`config.mk`:
```
export PLATFORM = sky130hd
export DESIGN_NAME = bscl_sqrt
export DESIGN_NICKNAME = d
export VERILOG_FILES = /design/src/bscl_sqrt.sv
export SDC_FILE = /design/constraint.sdc
export NUM_CORES = 1
export LEC_CHECK = 0
export ABC_AREA = 0
export BUFFER_PORTS_ARGS = -buffer_cell sky130_fd_sc_hd__buf_2
export CAP_MARGIN = 20
export CORE_AREA = 5 5 213 215
export CTS_BUF_LIST = sky130_fd_sc_hd__clkbuf_16
export DETAILED_ROUTE_END_ITERATION = 6
export DIE_AREA = 0 0 218 220
export PLACE_DENSITY_LB_ADDON = 0.05
export SYNTH_ARGS = -nofsm -noshare
export SYNTH_HDL_FRONTEND = slang
export SYNTH_SLANG_ARGS = --single-unit
```
`constraint.sdc`:
```
create_clock -name aclk -period 7.5 [get_ports aclk]
set_input_delay 1.125 -clock aclk [delete_from_list [all_inputs] [get_ports aclk]]
set_output_delay 1.125 -clock aclk [all_outputs]
set_load 0.005 [all_outputs]
```
`src/bscl_sqrt.sv`:
```
// Pipelined integer square root, one result bit per stage.
`timescale 1ns / 1ps

module bscl_sqrt #(
    parameter int RW = 15
) (
    input  logic            aclk,
    input  logic            en,
    input  logic [2*RW-1:0] v_in,
    output logic [RW-1:0]   root_out
);
    localparam int VW  = 2 * RW;
    localparam int RMW = RW + 3;

    logic [VW-1:0]  v_reg    [RW+1];
    logic [RMW-1:0] rem_reg  [RW+1];
    logic [RW-1:0]  root_reg [RW+1];

    always_ff @(posedge aclk) begin
        if (en) begin
            v_reg[0]    <= v_in;
            rem_reg[0]  <= '0;
            root_reg[0] <= '0;
        end
    end

    for (genvar i = 0; i < RW; i++) begin : g_stage
        logic [RMW-1:0] rem_next;
        logic [RMW-1:0] trial;
        always_comb begin
            rem_next = {rem_reg[i][RMW-3:0], v_reg[i][VW-1:VW-2]};
            trial    = RMW'({root_reg[i], 2'b01});
        end
        always_ff @(posedge aclk) begin
            if (en) begin
                v_reg[i+1] <= {v_reg[i][VW-3:0], 2'b00};
                if (rem_next >= trial) begin
                    rem_reg[i+1]  <= rem_next - trial;
                    root_reg[i+1] <= {root_reg[i][RW-2:0], 1'b1};
                end else begin
                    rem_reg[i+1]  <= rem_next;
                    root_reg[i+1] <= {root_reg[i][RW-2:0], 1'b0};
                end
            end
        end
    end

    assign root_out = root_reg[RW];

endmodule

```
==> summary.txt <==
Setup path
  • Delay-heaviest family, CP: buffers and inverters
  • Critical-path cell list: buf_8, buf_12, nand2_1, a21oi_1, and4b_1, a211o_1, nor3_1, xor2_1
  • Max incr delay on CP: 0.72 ns
  • Crit end category: flip-flop
  • WS Path Type: in -> reg
  • WP data arrival: 3.71 ns
  • Crit path launch type: input port
  • Worst EP required: 7.84 ns
  • Worst-path fanout max: 107
  • Slowest cell on crit path: and4b_1
  • Buf+Inv Stages, Crit Path: 2

Routing
  • Final ANT Viol Nets: 0
  • WL per Instance: 16.6 um
  • Via density per instance: 5.42
  • Final WL: 43300 um
  • Vias after detailed routing: 14100
  • DRC: 0
  • DR iter-0 viols: 934
  • Pre-antenna DRT Iters: 5

Timing
  • Slew HR: 30.4%
  • Fraction of the cycle the final worst path needs: 45.0%
  • # setup viols final: 0
  • Worst slew pin tran: 1.04 ns
  • Slew Limit Fails: 0
  • Setup Skew: 0.0234 ns
  • PnR worst setup slack: 4.13 ns
  • Peak Freq: 296 MHz
  • Final Hold Vio Count: 0
  • RSZ-0062 raised after global routing: false
  • Min Tclk post-route: 3.37 ns
  • TNS Setup: 0 ns

Global routing
  • Largest net degree at the start of global routing: 140
  • Initial antenna violation count: 0
  • Total track usage: 18.5%
  • First-pass GRT wire length: 71300 um
  • Total grt overflow: 0
  • Vias in the first global route: 14200

Power
  • Pint: 5.98 mW
  • Comb pwr share: 13.7%
  • Power density cells: 280 nW/um^2
  • Sequential power share: 51.9%
  • Worst IR Drop VDD: 0.205 mV
  • Design Power: 7.94 mW
  • Switching part of the total: 24.7%
  • Clk pwr share: 34.4%
  • Static power due to leakage: 10.9 nW
  • Sw Pwr: 1.96 mW

Placed design
  • Place WS: 3.43 ns
  • IO Port Bufs: 46
  • Post-DP Area: 26500 sq um
  • Placed Instances: 2502
  • Post-detail-place hpwl: 30500 um
  • Final GP Congestion: 0.859

Min path
  • Worst hold path type: reg -> reg

Finish
  • Layout area overhead: 10.8%
  • Diodes inserted: 0
  • Non-Filler Instances: 2606
  • Post-route cell area: 28400 sq um
  • Area occupied by multi-input gates: 7770 sq um
  • Max reg flops: 240
  • Share of cells above drive strength 1: 8.64%
  • Fillers: 3228
  • Reg area: 17000 sq um
  • Final net count: 2138

Clocking
  • Clk pin slew, worst setup/hold paths: 0.06 ns
  • Post-CTS Setup Inserts: 0
  • Number of hold buffers added after CTS: 0
  • Clock root buffer: clkbuf_16
  • H-tree depth: 2
  • Cts repair resizes: 0
  • Worst-skew pair later-pin latency: 0.62 ns
  • Total CTS buffers: 58
  • CTS tree: done
  • Clk buf depth: 3
  • CTS Sinks: 568

Synthesis
  • Netlist Area Pre-Place: 25600 sq um
  • Synth top cells by count: edfxtp_1, inv_1, ha_1
  • Top cells by area, synth: edfxtp_1, ha_1, xor2_1, inv_1, xnor2_1
  • Synth area leader: edfxtp_1
  • Ys async rst share: 0%
  • Syn_nets: 2063
  • Unique masters post-synth: 72
  • Synth Instances: 1895
  • Count leader, synth: edfxtp_1
  • Post-synth EDFFs: 567
  • YS warnings: 0
  • Most common flop cell mapped by yosys: edfxtp_1
  • Seq cells post-synth: 568
  • Synth top area share: 66.5%
  • Syn Area/Cell: 13.5 sq um
  • Post-synthesis sequential area ratio: 66.6%

Run status
  • Outcome: finished clean

Floorplan
  • Num ports: 47
  • Chip Width: 218 um
  • FP Rows: 77
  • Die height: 220 um
  • Initial Utilization: 58.8%
  • CORE AREA: 43500 sq um
  • Die area: 48000 sq um

Run
  • Number of max-cap violations: 0
## routing by layer
layer	part of all wire [%]	GRT usage (%)	up-vias	wire, um
met5	0	0	-	0
met1	43	23.0	6716	18500
met3	2.8	2.76	79	1230
met2	51	33.0	195	22200
li1	-	-	7127	-
met4	3.2	6.95	0	1370
## path summary, 6_finish.rpt
kind	cells after the start	from	to	slack, ns
setup / recovery	8	en	rem_reg[1][69]$_DFFE_PP_	4.13
hold / removal	0	v_reg[0][162]$_DFFE_PP_	v_reg[0][194]$_DFFE_PP_	0.41
setup reg to reg	9	v_reg[1][118]$_DFFE_PP_	rem_reg[1][87]$_DFFE_PP_	4.29
hold reg to reg	0	v_reg[0][162]$_DFFE_PP_	v_reg[0][194]$_DFFE_PP_	0.41
## worst register-to-register path: cells and delay by family, from the launching register on
kind / cells / cell delay, ns
xor gates and xnor gates: 1 / 0.11
and+or+nand+nor: 3 / 0.67
AOI/OAI and AO/OA: 3 / 1.36
adders and majority gates: 1 / 0.23
DFF: 1 / 0.46
buffers and inverters: 1 / 0.11
## placed cells by master (no fill, tap or decap), types with 45 or more instances in the layout
cell       instances
xor2_1            82
inv_1            179
buf_2             45
clkbuf_16         58
o21ai_0          103
nand2_1          121
ha_1             136
nor2_1           107
a21oi_1          104
edfxtp_1         567
xnor2_1           66
## per-stage QoR
step / hold slack (ns) / util (%)
finish: 0.411 / 65.1
global route: 0.417 / 65.1
CTS: 0.413 / 65.1
detailed placement: 0.405 / 60.9
global placement: 0.400 / 60.9
floorplan: 0.400 / -
## kinds of logic (layout without fill, tap and decap cells)
family / count (synthesis) / after routing / synth area share, %
AO/OA/AOI/OAI: 349 / 349 / 8.37
XOR/XNOR: 148 / 148 / 5.06
adder cells (fa/ha/maj): 136 / 136 / 6.65
buffers and inverters: 204 / 323 / 3.07
flip-flops: 568 / 568 / 66.6
multiplexers: 20 / 20 / 0.890
AND/OR/NAND/NOR: 470 / 470 / 9.37
## layout make-up
cell class | instances | share of cell area [%]
clock buffer | 58 | 5.12
clock inverter | 46 | 1.37
inverter | 163 | 2.16
multi-input combinational | 1123 | 27.4
sequential | 568 | 60.1
tap | 592 | 2.61
timing repair buffer | 56 | 1.23
## power groups by stage
stage / Clock, mW / Sequential [mW] / Combinational, mW
6_report: 2.73 / 4.12 / 1.09
5_1_grt: 2.96 / 4.15 / 1.24
4_1_cts: 2.82 / 4.13 / 1.10
3_5_place_dp: 0 / 4.19 / 1.09
3_3_place_gp: 0 / 4.19 / 1.07
2_1_floorplan: 0 / 4.10 / 0.854
No activity file was read; power rests on OpenSTA's default activity.
