$ cat src/bscl_div.sv
// Pipelined restoring divider: floor(a * 2^F / d), saturating above 2^(F+1)-1.
`timescale 1ns / 1ps

module bscl_div #(
    parameter int F  = 14,
    parameter int AW = 15,
    parameter int DW = 16
) (
    input  logic          aclk,
    input  logic          en,
    input  logic [AW-1:0] a_in,
    input  logic [DW-1:0] d_in,
    output logic [F:0]    q_out
);
    localparam int NS = F + 1;
    localparam int SW = (AW > DW + 1) ? AW + 1 : DW + 2;

    logic [DW:0]   r_reg   [NS+1];
    logic [DW-1:0] d_reg   [NS+1];
    logic [F:0]    q_reg   [NS+1];
    logic          sat_reg [NS+1];
    logic          abit_reg;

    always_ff @(posedge aclk) begin
        if (en) begin
            // quotient overflows F+1 bits exactly when a >= 2d
            sat_reg[0] <= SW'(a_in) >= SW'({d_in, 1'b0});
            r_reg[0]   <= (DW+1)'(a_in >> 1);
            abit_reg   <= a_in[0];
            d_reg[0]   <= d_in;
            q_reg[0]   <= '0;
        end
    end

    for (genvar i = 0; i < NS; i++) begin : g_stage
        logic [DW:0] r_next;
        always_comb begin
            r_next = {r_reg[i][DW-1:0], (i == 0) ? abit_reg : 1'b0};
        end
        always_ff @(posedge aclk) begin
            if (en) begin
                d_reg[i+1]   <= d_reg[i];
                sat_reg[i+1] <= sat_reg[i];
                if (r_next >= (DW+1)'(d_reg[i])) begin
                    r_reg[i+1] <= r_next - (DW+1)'(d_reg[i]);
                    q_reg[i+1] <= {q_reg[i][F-1:0], 1'b1};
                end else begin
                    r_reg[i+1] <= r_next;
                    q_reg[i+1] <= {q_reg[i][F-1:0], 1'b0};
                end
            end
        end
    end

    assign q_out = sat_reg[NS] ? '1 : q_reg[NS];

endmodule

$ cat config.mk
export PLATFORM = sky130hd
export DESIGN_NAME = bscl_div
export DESIGN_NICKNAME = d
export VERILOG_FILES = /design/src/bscl_div.sv
export SDC_FILE = /design/constraint.sdc
export NUM_CORES = 1
export LEC_CHECK = 0
export ABC_AREA = 1
export BUFFER_PORTS_ARGS = -buffer_cell sky130_fd_sc_hd__buf_4
export CAP_MARGIN = 20
export CORE_MARGIN = 5
export CORE_UTILIZATION = 35
export CTS_BUF_LIST = sky130_fd_sc_hd__clkbuf_2 sky130_fd_sc_hd__clkbuf_4 sky130_fd_sc_hd__clkbuf_8
export DETAILED_ROUTE_END_ITERATION = 8
export PLACE_DENSITY_LB_ADDON = 0.1
export SLEW_MARGIN = 10
export SYNTH_ARGS = -nofsm -noshare
export SYNTH_HDL_FRONTEND = slang
export SYNTH_SLANG_ARGS = --single-unit
export TNS_END_PERCENT = 100
$ cat constraint.sdc
create_clock -name aclk -period 6.1 [get_ports aclk]
set_input_delay 1.22 -clock aclk [delete_from_list [all_inputs] [get_ports aclk]]
set_output_delay 1.22 -clock aclk [all_outputs]
set_load 0.02 [all_outputs]
==> results of run 1 <==
[cells by family after synthesis]
kind of cell	after synthesis	synth area share
xor+xnor	92	0.02199
buf+inv	832	0.08876
flops	615	0.5036
simple gates	2243	0.2557
fa+ha+maj	266	0.09372
compound gates	231	0.03624
[worst min path at each step]
stage                               to  slack, ns  depth (start not counted)
after global routing      q_reg[10][3]       0.42                          0
final                     q_reg[13][5]       0.39                          0
after global placement    q_reg[15][5]       0.40                          0
after floorplan           q_reg[10][1]       0.40                          0
after CTS                 q_reg[13][5]       0.38                          0
after detailed placement   q_reg[7][4]       0.40                          0
[cell usage in the layout (no fill, tap or decap), types with 19 or more instances in the layout]
cell,instances
xor2_1,70
inv_1,770
nand3_1,442
nand2_1,1476
a21oi_1,157
nor3_1,39
xnor2_1,22
clkinv_1,23
clkbuf_4,33
clkbuf_8,113
nand4_1,33
edfxtp_1,613
o21ai_0,31
nand2_2,19
ha_1,252
buf_4,54
or2_2,35
nor2_1,167
[power breakdown]
| group | switching, mW | internal [mW] |
|---|---|---|
| Sequential | 0.596 | 5.79 |
| Combinational | 4.28 | 2.31 |
| Clock | 1.80 | 2.39 |
| Total | 6.68 | 10.5 |
[worst reg2reg max path: stages, from the launching register on]
cell and delay, ns:
edfxtp_1 0.41, ha_1 0.43, a21oi_1 0.24, nand2_1 0.10, nand2_1 0.06, nand3_1 0.13, nor2_2 0.57, nand2_2 0.41
nand2_1 0.17, nand2_1 0.06
[metal layers]
metal | GRT usage | vias up | wire [um] | share of wire
met4 | 0.04484 | 2 | 2101 | 0.023
met2 | 0.2621 | 523 | 41500 | 0.45
met5 | 0 | - | 13 | 0.00014
met3 | 0.02526 | 123 | 4178 | 0.045
li1 | - | 14080 | - | -
met1 | 0.2352 | 12370 | 45240 | 0.49
[final cells by class]
cell class              count  share of cell area
inverters                 771             0.07085
multi-input cells        2832              0.3657
clock buffers             146             0.04414
clock inverters            57             0.01363
repair buffers             58             0.01176
diodes                      1          0.00006126
flip-flops and latches    615              0.4516
well taps                1380             0.04227
==> metrics.txt, run 1 <==
Multi-input gate area 0.01494 mm^2; synthesized netlist cell count 4279; Post-DP HPWL between 70 and 80 mm; CTS tree built; Fmax approximately 330 MHz; Clock Skews roughly 0.047 ns; Post-Place Cells 5656; fin. max-slew vios 0; Tot GR Track Use 0.1647; largest net degree at the start of global routing 160; synthesized cell area 0.03664 mm^2; Initial Utilization 0.3530; Seq cells post-synth 615; Post-layout nets around 4700; most instantiated library cell after synthesis nand2_1; DR vias/cell about 4.6; Startpoint Class flip-flop; minimum clock period 3.025 ns; Chip Width approximately 330 um; fin cells between 5000 and 6000; Post-synth EDFFs roughly 610; Syn Area/Cell 8.562 um^2; hold_sp q_reg[12][4]; # hold bufs at CTS 0; die height 333.5 um; htree depth 3; Worst path top cell family by delay flip-flops; Crit Path Max Fanout 15; # DRC 0; die area 0.1112 mm^2; slowest stage cell, crit path edfxtp_1; Post-synth top flop edfxtp_1; worst slack, placed 2.316 ns; RSZ-0062 raised after global routing no; critical path's largest stage delay 0.55 ns; # Post-CTS Setup Buffers 0; total CTS buffers between 100 and 150; final hold violation count 0; Crit Path Class reg2out; Area Overhead vs Synth 11.50%; Worst Setup End Kind output pin; placed instance area 0.03848 mm^2; crit path launch sat_reg[1][7]; final WL 93.03 mm; first-pass GRT wire length 146.7 mm; GP Congestion 0.8784; filler cell count 10510; I/O pin count between 40 and 50; FF-to-FF path depth 9; core area 0.1038 mm^2; status finished, final reports clean; design area 0.04085 mm^2; r2r endpoint r_reg[0][28]; initial antenna violation count 3; critical register-to-register path startpoint r_reg[0][11]; FP Rows 118; total gr overflow 0; maximum VDD drop 200.1 uV; Detail Route Antenna Nets 0; Post-CTS Resized 0; R2R setup slack 3.27 ns; Initial DRT Pass Iterations 6; total of max-cap violations 0; cells along the critical path or2_2, buf_4; Critical Path End q_out[13]; worst setup margin roughly 3.1 ns; Worst slew margin 0.3473; # setup viols final 0; Hold Slack 0.3859 ns; Mapped Nets 4578; Reg area 0.01845 mm^2; Distinct cells, synth 41; final total power 17.17 mW; final core occ 0.3935; top-area cell type share of the netlist area 0.5025; Min-Delay Path Class reg2reg; max reg flops 240; wire per inst approximately 16 um; Required @ worst endpoint 4.88 ns; share of layout cells above drive strength 1 0.07144; Skew-Pair Late Insertion Delay around 0.76 ns; vias after detailed routing 27100; sequential share of the synthesized area 0.5036; number of DRC markers in iteration 0 2128; Critical Path Stages 2; critical path arrival 1.80 ns; CTS max path bufs 3; P_leak 20.07 nW; largest area contributor in the netlist edfxtp_1; Reg clk slew, reported paths 0.06 ns; TNS Setup 0 ns; worst path bufs/invs 1; fin crit share 0.4959; top post-synthesis cells by area edfxtp_1 50%, nand2_1 15%, ha_1 8.6%; most frequent cells after synthesis 1476 x nand2_1, 770 x inv_1, 613 x edfxtp_1; Post-synth ARST share 0; CTS sink cnt 615; PortBufs 47; vias in the first global route approximately 26000; Pwr Density 420.3 mW/mm^2; warnings from Yosys 0; Slew @ Worst Pin approximately 1 ns; CTS root buf clkbuf_8
(Power assumes the default switching activity.)
==> run 2: changes to the inputs <==
--- a/config.mk
+++ b/config.mk
@@ -5,7 +5,7 @@
 export SDC_FILE = /design/constraint.sdc
 export NUM_CORES = 1
 export LEC_CHECK = 0
-export ABC_AREA = 1
+export ABC_AREA = 0
 export BUFFER_PORTS_ARGS = -buffer_cell sky130_fd_sc_hd__buf_4
 export CAP_MARGIN = 20
 export CORE_MARGIN = 5
==> constraint.sdc (replaced) <==
create_clock -name aclk -period 2.6 [get_ports aclk]
set_input_delay 0.52 -clock aclk [delete_from_list [all_inputs] [get_ports aclk]]
set_output_delay 0.52 -clock aclk [all_outputs]
set_load 0.02 [all_outputs]
==> run 2 against run 1 <==
The run now ends with setup timing left. Clock skew decreased by 0.0060 ns. Critical path depth increased by 8. Final cell count decreased by 17%. Sequential power increased by 140%. Routed wire length decreased by 10%. Total power increased to 2.7 times the previous value. Via count decreased by 12%. Synthesized cell count decreased by 36%. Count of clock-buffer cells in the layout increased by 7. Synthesized area decreased by 9.3%. Critical path type is now reg2reg. Largest cell class unchanged. Largest power group unchanged.
==> metrics.txt, run 2 <==
# setup viols final 53; synthesized netlist cell count 2750; Fmax 369.0 MHz; synthesized cell area between 0.03 and 0.04 mm^2; sequential share of the synthesized area 0.5553; Syn Area/Cell 12.08 um^2; maximum VDD drop 462.6 uV; # DRC 0; Critical Path End r_reg[0][23]; max reg flops 240; Post-synth EDFFs 613; I/O pin count 48; Tot GR Track Use 0.1574; Reg clk slew, reported paths 0.06 ns; CTS max path bufs 3; number of DRC markers in iteration 0 ~1400; critical register-to-register path startpoint d_reg[0][11]; core area roughly 0.095 mm^2; commonest non-fill, non-tap cell in the layout edfxtp_1; top-area cell type share of the netlist area 0.5541; Combinational Power Share 0.474; DR vias/cell about 4.9; CTS root buf clkbuf_8; Post-synth top flop edfxtp_1; sw power 15.83 mW; final core occ 0.4719; most frequent cells after synthesis 613 x edfxtp_1, 309 x inv_1, 252 x ha_1; FF-to-FF path depth 10; switch share 0.3405; Initial DRT Pass Iterations 6; largest area contributor in the netlist edfxtp_1; Startpoint Class flip-flop; first-pass GRT wire length approximately 130 mm; wire length on met3 about 2.9 mm; metal2 WL 40.41 mm; Crit Path Class reg2reg; fin cells 4854; Skew-Pair Late Insertion Delay 0.74 ns; filler cell count roughly 8500; clock share of power 0.195; CTS sink cnt 615; Distinct cells, synth slightly above 80; total gr overflow 0; total CTS buffers 113; crit path launch d_reg[0][11]; worst setup margin -0.1100 ns; minimum clock period 2.710 ns; final WL approximately 83 mm; Worst Setup End Kind flip-flop; CTS tree built; critical path arrival 3.18 ns; Initial Utilization 0.3512; largest net degree at the start of global routing 162; htree depth 3; Area Overhead vs Synth 34.36%; Post-Place Cells 4487; Post-layout nets 3799; most instantiated library cell after synthesis edfxtp_1; total internal power 30.67 mW; wl on met1 about 38 mm; FP Rows 113; status complete, but fails checks; failing checks setup timing; fin crit share 1.042; P_leak 18.58 nW; Detail Route Antenna Nets 0; fin. max-slew vios 0; most frequent cells in the layout 613 x edfxtp_1, 605 x buf_4, 282 x inv_1, 191 x ha_1, 151 x nand2_1; Post-DP HPWL 58.27 mm; total of max-cap violations 0; share of layout cells above drive strength 1 0.3502; RSZ-0062 raised after global routing yes; R2R setup slack -0.11 ns; Required @ worst endpoint a little over 3 ns; Slew @ Worst Pin 0.9557 ns; Post-synth ARST share 0; die height 318.1 um; Crit Path Max Fanout 6; warnings from Yosys 0; vias after detailed routing 23860; sequential share of power 0.331; r2r endpoint r_reg[0][23]; die area about 0.10 mm^2; Clock Skews approximately 0.04 ns; Mapped Nets 3049; PortBufs 47; top post-synthesis cells by area edfxtp_1 55%, ha_1 9.5%, inv_1 3.5%; final total power ~46 mW; Max Used Layer met4; wire per inst 17.19 um; Min-Delay Path Class in2reg; Seq cells post-synth 615; Chip Width around 320 um; Worst slew margin 0.3628; Pwr Density ~1000 mW/mm^2; final hold violation count 0; GP Congestion around 0.85; vias in the first global route 24120; initial antenna violation count 2
-- run 2: cell count changes after synthesis, moves of 62 or more --
cell,change
nand2_1,-1322
inv_1,-461
nand3_1,-398
o21ai_0,+114
mux2_2,+91
a21o_1,+83
o21a_1,+62
-- run 2: metal layers --
metal / vias to the layer above / global-route usage
li1: 11730 / -
met1: 11590 / 0.2112
met2: 396 / 0.2656
met3: 142 / 0.02618
met4: 0 / 0.04322
met5: - / 0
-- run 2: cell families (layout without fill, tap and decap cells) --
group,count (synthesis),after routing,synth area share
compound gates,669,669,0.1369
buf+inv,369,1206,0.04346
other cells,0,2,0
fa+ha+maj,266,266,0.1033
mux,118,118,0.04003
xor+xnor,118,118,0.03111
flops,615,615,0.5553
simple gates,595,595,0.08986
-- run 2: worst max-delay path, cell delays in order (launching register included) --
cell      delay (ns)
edfxtp_1        0.35
inv_1           0.05
ha_1            0.31
buf_6           0.14
a21o_1          0.18
a211o_1         0.27
a211oi_2        0.22
o31a_1          0.18
o41a_1          0.26
buf_6           0.18
mux2_4          0.30
-- run 2: how the worst min path moves through the flow --
stage | depth (start not counted) | slack [ns] | end | startpoint
floorplan | 0 | 0.40 | q_reg[10][1] | q_reg[9][0]
global placement | 0 | 0.40 | q_reg[14][2] | q_reg[13][1]
detailed placement | 0 | 0.41 | q_reg[13][8] | q_reg[12][7]
CTS | 2 | 0.19 | d_reg[0][0] | en
global route | 2 | 0.20 | d_reg[0][0] | en
finish | 2 | 0.29 | d_reg[0][4] | en
-- run 2: through the flow --
stage / TNS [ns] / setup slack, ns / instance area, um^2 / hold slack [ns]
2_1_floorplan: -1.139 / -0.1534 / 33440 / 0.4003
3_3_place_gp: -17.17 / -0.2567 / 38870 / 0.4026
3_5_place_dp: -21.71 / -0.2531 / 38870 / 0.4052
4_1_cts: -3.787 / -0.1591 / 42820 / 0.1939
5_1_grt: -10.43 / -0.2065 / 44640 / 0.2045
6_report: -2.647 / -0.1100 / 44640 / 0.2880
-- run 2: timing repair --
| action | CTS | global route |
|---|---|---|
| setup buffers | 72 | 68 |
| gates cloned | 5 | 2 |
| pin swaps | 75 | 146 |
| resized for setup | 171 | 302 |
| hold endpoints to repair | 31 | 0 |
| hold buffers | 31 | 0 |
| setup endpoints to repair | 186 | 216 |
-- run 2: power by group through the flow --
stage / Clock, mW / Sequential, mW / Combinational, mW
final: 9.05 / 15.4 / 22.0
after global routing: 9.95 / 15.6 / 24.2
after CTS: 9.48 / 15.4 / 19.9
after detailed placement: 0 / 15.5 / 18.3
after global placement: 0 / 15.5 / 18.1
after floorplan: 0 / 14.8 / 12.2
-- run 2: final cells by class --
type / instances / area (um^2) / share of cell area
diodes: 2 / 5.005 / 0.0001121
clock buffers: 153 / 1862 / 0.04171
clock inverters: 49 / 312.8 / 0.007007
inverters: 315 / 1197 / 0.02682
multi-input cells: 1766 / 15570 / 0.3489
flip-flops and latches: 615 / 18450 / 0.4133
well taps: 1265 / 1583 / 0.03546
repair buffers: 689 / 5658 / 0.1267
